===== config.mk =====
export PLATFORM = sky130hd
export DESIGN_NAME = first_fit_block_allocator_unit
export DESIGN_NICKNAME = d
export VERILOG_FILES = /design/src/ffba_pkg.sv /design/src/first_fit_block_allocator_unit.sv
export SDC_FILE = /design/constraint.sdc
export NUM_CORES = 2
export LEC_CHECK = 0
export ABC_AREA = 1
export ABC_CLOCK_PERIOD_IN_PS = 9900
export BUFFER_PORTS_ARGS = -buffer_cell sky130_fd_sc_hd__clkbuf_2
export CELL_PAD_IN_SITES_DETAIL_PLACEMENT = 0
export CELL_PAD_IN_SITES_GLOBAL_PLACEMENT = 1
export CORE_MARGIN = 10
export CORE_UTILIZATION = 48
export CTS_CLUSTER_SIZE = 24
export DETAILED_ROUTE_END_ITERATION = 7
export MAX_ROUTING_LAYER = met4
export PLACE_DENSITY_LB_ADDON = 0.2
export SLEW_MARGIN = 20
export SYNTH_ARGS = -nofsm -noshare
export SYNTH_HDL_FRONTEND = slang
export SYNTH_SLANG_ARGS = --single-unit

===== constraint.sdc =====
create_clock -name aclk -period 9.9 [get_ports aclk]
set_input_delay 0.99 -clock aclk [delete_from_list [all_inputs] [get_ports aclk]]
set_output_delay 0.99 -clock aclk [all_outputs]
set_load 0.05 [all_outputs]

===== src/ffba_pkg.sv =====
// ffba_pkg: shared constants and types for the first-fit block allocator.
// Used by first_fit_block_allocator_unit and ffba_checker; no dependencies.
package ffba_pkg;

    // Free list depth and the index/count widths it implies
    localparam int FREE_DEPTH = 16;
    localparam int IDX_W      = (FREE_DEPTH > 1) ? $clog2(FREE_DEPTH) : 1;
    localparam int CNT_W      = $clog2(FREE_DEPTH + 1);

    // Block header size in bytes
    localparam logic [31:0] HDR_BYTES = 32'd8;

    // Operation codes (carried in s_tuser)
    localparam logic OP_ALLOC = 1'b0;
    localparam logic OP_FREE  = 1'b1;

    // Result status codes
    typedef enum logic [2:0] {
        STAT_REUSED   = 3'd0,
        STAT_NEW      = 3'd1,
        STAT_OOM      = 3'd2,
        STAT_FREED    = 3'd3,
        STAT_NULL     = 3'd4,
        STAT_OVERFLOW = 3'd5
    } status_t;

    // Controller states
    typedef enum logic [2:0] {
        ST_IDLE,
        ST_CMP,
        ST_MOV_RD,
        ST_MOV_WR,
        ST_MISS,
        ST_DONE
    } fsm_state_t;

endpackage


===== src/first_fit_block_allocator_unit.sv =====
// first_fit_block_allocator_unit: first-fit allocator over a free list held in
// one synchronous RAM ({address, size} per entry). Depends on ffba_pkg.
//
// Channel | Direction | Signals                        | Contents
// --------+-----------+--------------------------------+----------------------------------
// s_      | in        | s_tvalid s_tready s_tdata/user | request: op, size, pointer, hdr
// m_      | out       | m_tvalid m_tready m_tdata      | result address and status
// cfg_    | in        | cfg_valid cfg_ready cfg_data   | heap_base write (reloads break)
//
// Steps: a free pushes onto the head; an allocate compares entries from
// the head downward and, on a hit, copies each entry above it down one
// place to close the gap; a miss bumps the break. The search reads one RAM
// entry a cycle through the single read port; removal copies one entry a cycle.
// One transaction is worked at a time; s_tready is high only when idle.
// A finished result is held in the output register while the next request
// is searched; the controller waits only if that register is still full.
// Reset (aresetn, synchronous, active low) empties the list, loads the break
// with 65536 and clears the output; the RAM is not cleared.
module first_fit_block_allocator_unit (
    input  logic        aclk,
    input  logic        aresetn,
    // Request transaction
    input  logic        s_tvalid,
    output logic        s_tready,
    input  logic [95:0] s_tdata,   // [31:0] request_size, [63:32] user_pointer,
                                   // [95:64] header_size
    input  logic        s_tuser,   // [0] operation (0 allocate, 1 free)
    // Result transaction
    output logic        m_tvalid,
    input  logic        m_tready,
    output logic [39:0] m_tdata,   // [31:0] result_address, [34:32] status,
                                   // [39:35] zero
    // Configuration write
    input  logic        cfg_valid,
    output logic        cfg_ready,
    input  logic [31:0] cfg_data   // heap_base
);

    localparam int IDX_W = ffba_pkg::IDX_W;
    localparam int CNT_W = ffba_pkg::CNT_W;

    // Free list RAM: [63:32] block address, [31:0] size word
    logic [63:0] list_ram [ffba_pkg::FREE_DEPTH];
    logic [63:0] mem_rdata_reg;
    logic [IDX_W-1:0] mem_raddr;
    logic [IDX_W-1:0] mem_waddr;
    logic [63:0] mem_wdata;
    logic mem_we;

    ffba_pkg::fsm_state_t state_reg, state_next;
    logic [CNT_W-1:0] count_reg, count_next;
    logic [32:0] bp_reg, bp_next;
    logic [IDX_W-1:0] idx_reg, idx_next;
    logic [CNT_W-1:0] j_reg, j_next;
    logic [31:0] req_reg, req_next;
    logic [31:0] res_addr_reg, res_addr_next;
    ffba_pkg::status_t res_stat_reg, res_stat_next;
    logic m_valid_reg, m_valid_next;
    logic [31:0] m_addr_reg, m_addr_next;
    ffba_pkg::status_t m_stat_reg, m_stat_next;

    // Input field views
    logic [31:0] in_req, in_ptr, in_hsize;
    assign in_req   = s_tdata[31:0];
    assign in_ptr   = s_tdata[63:32];
    assign in_hsize = s_tdata[95:64];

    // Miss path: round up, add header, check against the 4 GiB limit
    logic [32:0] rounded_raw, rounded;
    logic [33:0] total;
    logic [34:0] new_end;
    logic oom;
    assign rounded_raw = ({1'b0, req_reg} + 33'd7) & ~33'd7;
    assign rounded = (rounded_raw == 33'd0) ? 33'd8 : rounded_raw;
    assign total   = {1'b0, rounded} + {2'b0, ffba_pkg::HDR_BYTES};
    assign new_end = {2'b0, bp_reg} + {1'b0, total};
    assign oom     = (new_end > 35'h1_0000_0000);

    // Search compare on the entry read last cycle
    logic hit;
    assign hit = (mem_rdata_reg[31:0] >= req_reg);

    logic s_fire, m_fire, cfg_fire, out_free;
    assign s_tready  = (state_reg == ffba_pkg::ST_IDLE);
    assign cfg_ready = 1'b1;
    assign s_fire    = s_tvalid && s_tready;
    assign m_fire    = m_valid_reg && m_tready;
    assign cfg_fire  = cfg_valid && cfg_ready;
    assign out_free  = !m_valid_reg || m_tready;

    // RAM: one write port, one registered read port
    always_ff @(posedge aclk) begin
        if (mem_we) begin
            list_ram[mem_waddr] <= mem_wdata;
        end
        mem_rdata_reg <= list_ram[mem_raddr];
    end

    // Control registers
    always_ff @(posedge aclk) begin
        if (!aresetn) begin
            state_reg   <= ffba_pkg::ST_IDLE;
            count_reg   <= '0;
            bp_reg      <= 33'd65536;
            m_valid_reg <= 1'b0;
        end else begin
            state_reg   <= state_next;
            count_reg   <= count_next;
            bp_reg      <= bp_next;
            m_valid_reg <= m_valid_next;
        end
    end

    // Payload registers
    always_ff @(posedge aclk) begin
        idx_reg      <= idx_next;
        j_reg        <= j_next;
        req_reg      <= req_next;
        res_addr_reg <= res_addr_next;
        res_stat_reg <= res_stat_next;
        m_addr_reg   <= m_addr_next;
        m_stat_reg   <= m_stat_next;
    end

    // Next state and datapath control
    always_comb begin
        logic [CNT_W-1:0] head;
        logic [CNT_W:0]   j_plus2;
        head    = count_reg - CNT_W'(1);
        j_plus2 = {1'b0, j_reg} + (CNT_W+1)'(2);

        state_next    = state_reg;
        count_next    = count_reg;
        bp_next       = bp_reg;
        idx_next      = idx_reg;
        j_next        = j_reg;
        req_next      = req_reg;
        res_addr_next = res_addr_reg;
        res_stat_next = res_stat_reg;
        m_valid_next  = m_valid_reg;
        m_addr_next   = m_addr_reg;
        m_stat_next   = m_stat_reg;
        mem_raddr     = head[IDX_W-1:0];
        mem_we        = 1'b0;
        mem_waddr     = count_reg[IDX_W-1:0];
        mem_wdata     = {in_ptr - ffba_pkg::HDR_BYTES, in_hsize};

        // Output register drains independently
        if (m_fire) begin
            m_valid_next = 1'b0;
        end

        case (state_reg)
            ffba_pkg::ST_IDLE: begin
                // Read of the head is issued now for an allocate
                if (s_fire) begin
                    req_next      = in_req;
                    res_addr_next = '0;
                    state_next    = ffba_pkg::ST_DONE;
                    if (s_tuser == ffba_pkg::OP_ALLOC) begin
                        idx_next   = head[IDX_W-1:0];
                        state_next = (count_reg == '0) ? ffba_pkg::ST_MISS
                                                       : ffba_pkg::ST_CMP;
                    end else if (in_ptr == 32'd0) begin
                        res_stat_next = ffba_pkg::STAT_NULL;
                    end else if (count_reg >= CNT_W'(ffba_pkg::FREE_DEPTH)) begin
                        res_stat_next = ffba_pkg::STAT_OVERFLOW;
                    end else begin
                        // Push onto the head
                        mem_we        = 1'b1;
                        count_next    = count_reg + CNT_W'(1);
                        res_stat_next = ffba_pkg::STAT_FREED;
                    end
                end
            end
            ffba_pkg::ST_CMP: begin
                // Compare entry idx, read idx-1 for the following cycle
                mem_raddr = idx_reg - IDX_W'(1);
                if (hit) begin
                    res_addr_next = mem_rdata_reg[63:32] + ffba_pkg::HDR_BYTES;
                    res_stat_next = ffba_pkg::STAT_REUSED;
                    j_next        = CNT_W'(idx_reg);
                    if ((CNT_W'(idx_reg) + CNT_W'(1)) < count_reg) begin
                        state_next = ffba_pkg::ST_MOV_RD;
                    end else begin
                        count_next = head;
                        state_next = ffba_pkg::ST_DONE;
                    end
                end else if (idx_reg == '0) begin
                    state_next = ffba_pkg::ST_MISS;
                end else begin
                    idx_next = idx_reg - IDX_W'(1);
                end
            end
            ffba_pkg::ST_MOV_RD: begin
                mem_raddr  = IDX_W'(j_reg + CNT_W'(1));
                state_next = ffba_pkg::ST_MOV_WR;
            end
            ffba_pkg::ST_MOV_WR: begin
                // Shift entry j+1 down to j, read j+2 behind it
                mem_we    = 1'b1;
                mem_waddr = j_reg[IDX_W-1:0];
                mem_wdata = mem_rdata_reg;
                mem_raddr = j_plus2[IDX_W-1:0];
                j_next    = j_reg + CNT_W'(1);
                if (j_plus2 >= {1'b0, count_reg}) begin
                    count_next = head;
                    state_next = ffba_pkg::ST_DONE;
                end
            end
            ffba_pkg::ST_MISS: begin
                // Bump the break unless it would pass the limit
                if (oom) begin
                    res_addr_next = '0;
                    res_stat_next = ffba_pkg::STAT_OOM;
                end else begin
                    res_addr_next = bp_reg[31:0] + ffba_pkg::HDR_BYTES;
                    res_stat_next = ffba_pkg::STAT_NEW;
                    bp_next       = new_end[32:0];
                end
                state_next = ffba_pkg::ST_DONE;
            end
            ffba_pkg::ST_DONE: begin
                if (out_free) begin
                    m_valid_next = 1'b1;
                    m_addr_next  = res_addr_reg;
                    m_stat_next  = res_stat_reg;
                    state_next   = ffba_pkg::ST_IDLE;
                end
            end
            default: begin
                state_next = ffba_pkg::ST_IDLE;
            end
        endcase

        // Configuration reloads the break pointer
        if (cfg_fire) begin
            bp_next = {1'b0, cfg_data};
        end
    end

    assign m_tvalid = m_valid_reg;
    assign m_tdata  = {5'b0, m_stat_reg, m_addr_reg};

endmodule


==> flow_summary.ini <==
[outcome]
outcome = completed

[logic_synthesis]
netlist.area_leader.share = 0.627
ys_top_cells_by_area = edfxtp_1 (63%), nor2_1 (5.6%), nand2_1 (4.5%)
synth_top_cell_by_area = edfxtp_1
ys_async_sr_fraction = 0
syn_inst = 4773
syn-mean-instance-area_um2 = 11.4
synth-edff-count = 1135
yosysSeqAreaShare = 0.666
synth.distinct_cells = 57
yosysMostFrequentCell = edfxtp_1
dominantRegCellSynth = edfxtp_1
syn_area_um2 = 54400
ys_warn_count = 0
synth_commonest_cells = edfxtp_1 (1135), nor2_1 (818), nand2_1 (658)
ys_seq_elements = 1241

[timing]
worstMarginPinSlew_ns = 1.11
slew_viol_final = 0
setup_violations = 0
fin_ws_ns = 3.68
clock.fmax_ghz = 0.161
whs_ns = 0.418
fin_worst_skew_ns = 0.0375
tns_ns = 0
hold_viol = 0
fin_crit_sh = 0.629
rsz0062_at_grt = no
slew-limit-headroom = 0.257
min_period_ns = 6.22

[hold_path]
whs_path_depth = 1
hp-start = s_tdata[31]
hold_path_end = req_reg[31]$_DFFE_PP_
hp-class = in -> reg

[worst_setup_path]
crit_buf_inv = 2
start_kind = flop
required_ns = 10.47
worstReg2RegStart = req_reg[2]$_DFFE_PP_
slowest_stage = buf_4
cp_data_arrival_time_ns = 6.80
slowest_delay_ns = 0.56
critical_path.endpoint_type = flop
path_common_cell = nand2_1
critical_path.top_delay_family = simple AND/OR/NAND/NOR gates
rr_worst_depth = 39
critPathMaxFanout = 65
critical_path_class = reg -> reg
rr_endpoint = bp_reg[17]$_SDFFE_PN0P_
r2r_slack_ns = 3.68

[floorplanning]
core_um2 = 112000
core.rowCount = 123
die_x_um = 357
io_pins = 177
dieArea_um2 = 127000
start_util = 0.483
die_h_um = 357

[placement]
portBuffers = 170
dp.cells = 6273
gp_congestion = 0.935
post-dp-hpwl_mm = 93.9
pre_cts_slack_ns = 3.77

[clocking]
cts_buffers = 130
cts_tree = yes
post_cts_buffers = 0
cts.htree.levels = 4
clkTransAtPathRegs_ns = 0.06
cts-root-buf = clkbuf_16
clk_path_buf_depth = 3
hold_buffers = 0
clock_sinks = 1241
insertion_delay_ns = 0.76
cts_resized = 0

[route]
viasPerCell = 5.77
route.detailed.drc = 0
post_drt_wl_per_cell_um = 24.1
dr_total_vias = 37500
drt_iter0_markers = 3928
antenna_left = 0
routed_wl_mm = 157
drt_pass1_iterations = 6

[global_route]
grt_max_degree = 222
grt_first_pass_wirelength_mm = 230
grt_pass1_vias = 35000
grt_overflow_total = 0
antenna_found_initial = 7
grt_util_all_layers = 0.248

[power]
power.total_mw = 20.3
powerDensity_nw_per_um2 = 332
peakVddDrop_mv = 0.566
leakagePower_nw = 21.6

[cells_and_area]
syn2layout_area_growth_pct = 12.2
nets = 5150
largest_reg_flops = 1024
final_cell_count_no_fill = 6510
layout-drive-gt1-share = 0.103

[job]
cap_violations = 0
## cell usage in the layout, fill, tap and decap left out, types with 34 or more instances in the layout
| cell | Yosys | routed |
|---|---|---|
| dfxtp_1 | 106 | 106 |
| o221ai_1 | 106 | 106 |
| clkbuf_16 | 0 | 131 |
| o311ai_1 | 44 | 44 |
| clkbuf_2 | 0 | 170 |
| edfxtp_1 | 1135 | 1135 |
| nor3_1 | 46 | 46 |
| or2_2 | 34 | 34 |
| nor2_1 | 818 | 800 |
| nand4_1 | 38 | 38 |
| ha_1 | 110 | 110 |
| o211ai_1 | 112 | 112 |
| o21ai_1 | 94 | 94 |
| clkbuf_1 | 122 | 42 |
| nand2_1 | 658 | 658 |
| nand3_1 | 130 | 129 |
| buf_4 | 15 | 76 |
| o21ai_0 | 362 | 362 |
| xor2_1 | 55 | 55 |
| o32ai_1 | 109 | 109 |
| a21oi_1 | 103 | 101 |
| inv_1 | 254 | 253 |
| or2_0 | 51 | 51 |
## worst reg2reg max path: cells and delay by family (launching register included)
| kind | cells | cell delay (ns) |
|---|---|---|
| XOR/XNOR | 1 | 0.22 |
| buffers and inverters | 2 | 0.60 |
| AO/OA/AOI/OAI | 1 | 0.08 |
| flip-flops | 1 | 0.34 |
| adder cells (fa/ha/maj) | 3 | 0.82 |
| AND/OR/NAND/NOR | 32 | 4.00 |
## cell families after synthesis
kind of cell	after synthesis	share of synthesized area
flops	1241	0.666
other cells	2	0.000138
xor+xnor	76	0.0122
simple gates	1841	0.141
fa+ha+maj	111	0.0257
compound gates	981	0.116
buf+inv	521	0.0396
## metrics by stage
stage / utilization / cell area [um^2]
2_1_floorplan: - / 54400
3_3_place_gp: 0.504 / 56700
3_5_place_dp: 0.505 / 56800
4_1_cts: 0.542 / 61000
5_1_grt: 0.542 / 61000
6_report: 0.542 / 61000
## power breakdown
part	switching [mW]	internal (mW)
clock network	2.04	2.74
logic	6.13	2.54
registers	0.471	6.36
## layer usage
| layer | up-vias | routed length (um) | GRT usage |
|---|---|---|---|
| li1 | 17500 | - | - |
| met1 | 18500 | 69400 | 0.343 |
| met2 | 1354 | 73700 | 0.384 |
| met3 | 231 | 10200 | 0.0322 |
| met4 | 0 | 3460 | 0.0675 |
| met5 | - | 0 | - |
## worst max path at each step
stage                              startpoint                        end  cells after the start
floorplan           state_reg[1]$_SDFFE_PN0P_  list_ram[10][0]$_DFFE_PP_                      9
global placement         req_reg[2]$_DFFE_PP_    bp_reg[11]$_SDFFE_PN0P_                     40
detailed placement       req_reg[2]$_DFFE_PP_    bp_reg[20]$_SDFFE_PN0P_                     40
CTS                      req_reg[2]$_DFFE_PP_    bp_reg[17]$_SDFFE_PN0P_                     40
global route             req_reg[0]$_DFFE_PP_    bp_reg[17]$_SDFFE_PN0P_                     39
finish                   req_reg[2]$_DFFE_PP_    bp_reg[17]$_SDFFE_PN0P_                     39
## area by class of cell
class	count	area (um^2)
diodes	2	5.00
clock buffers	187	3630
clock inverters	48	564
fillers	9615	51500
inverters	266	1030
multi-input cells	3015	16200
flip-flops and latches	1241	36200
well taps	1500	1880
repair buffers	251	1490
Note: power is estimated with default switching activity, not from simulation.
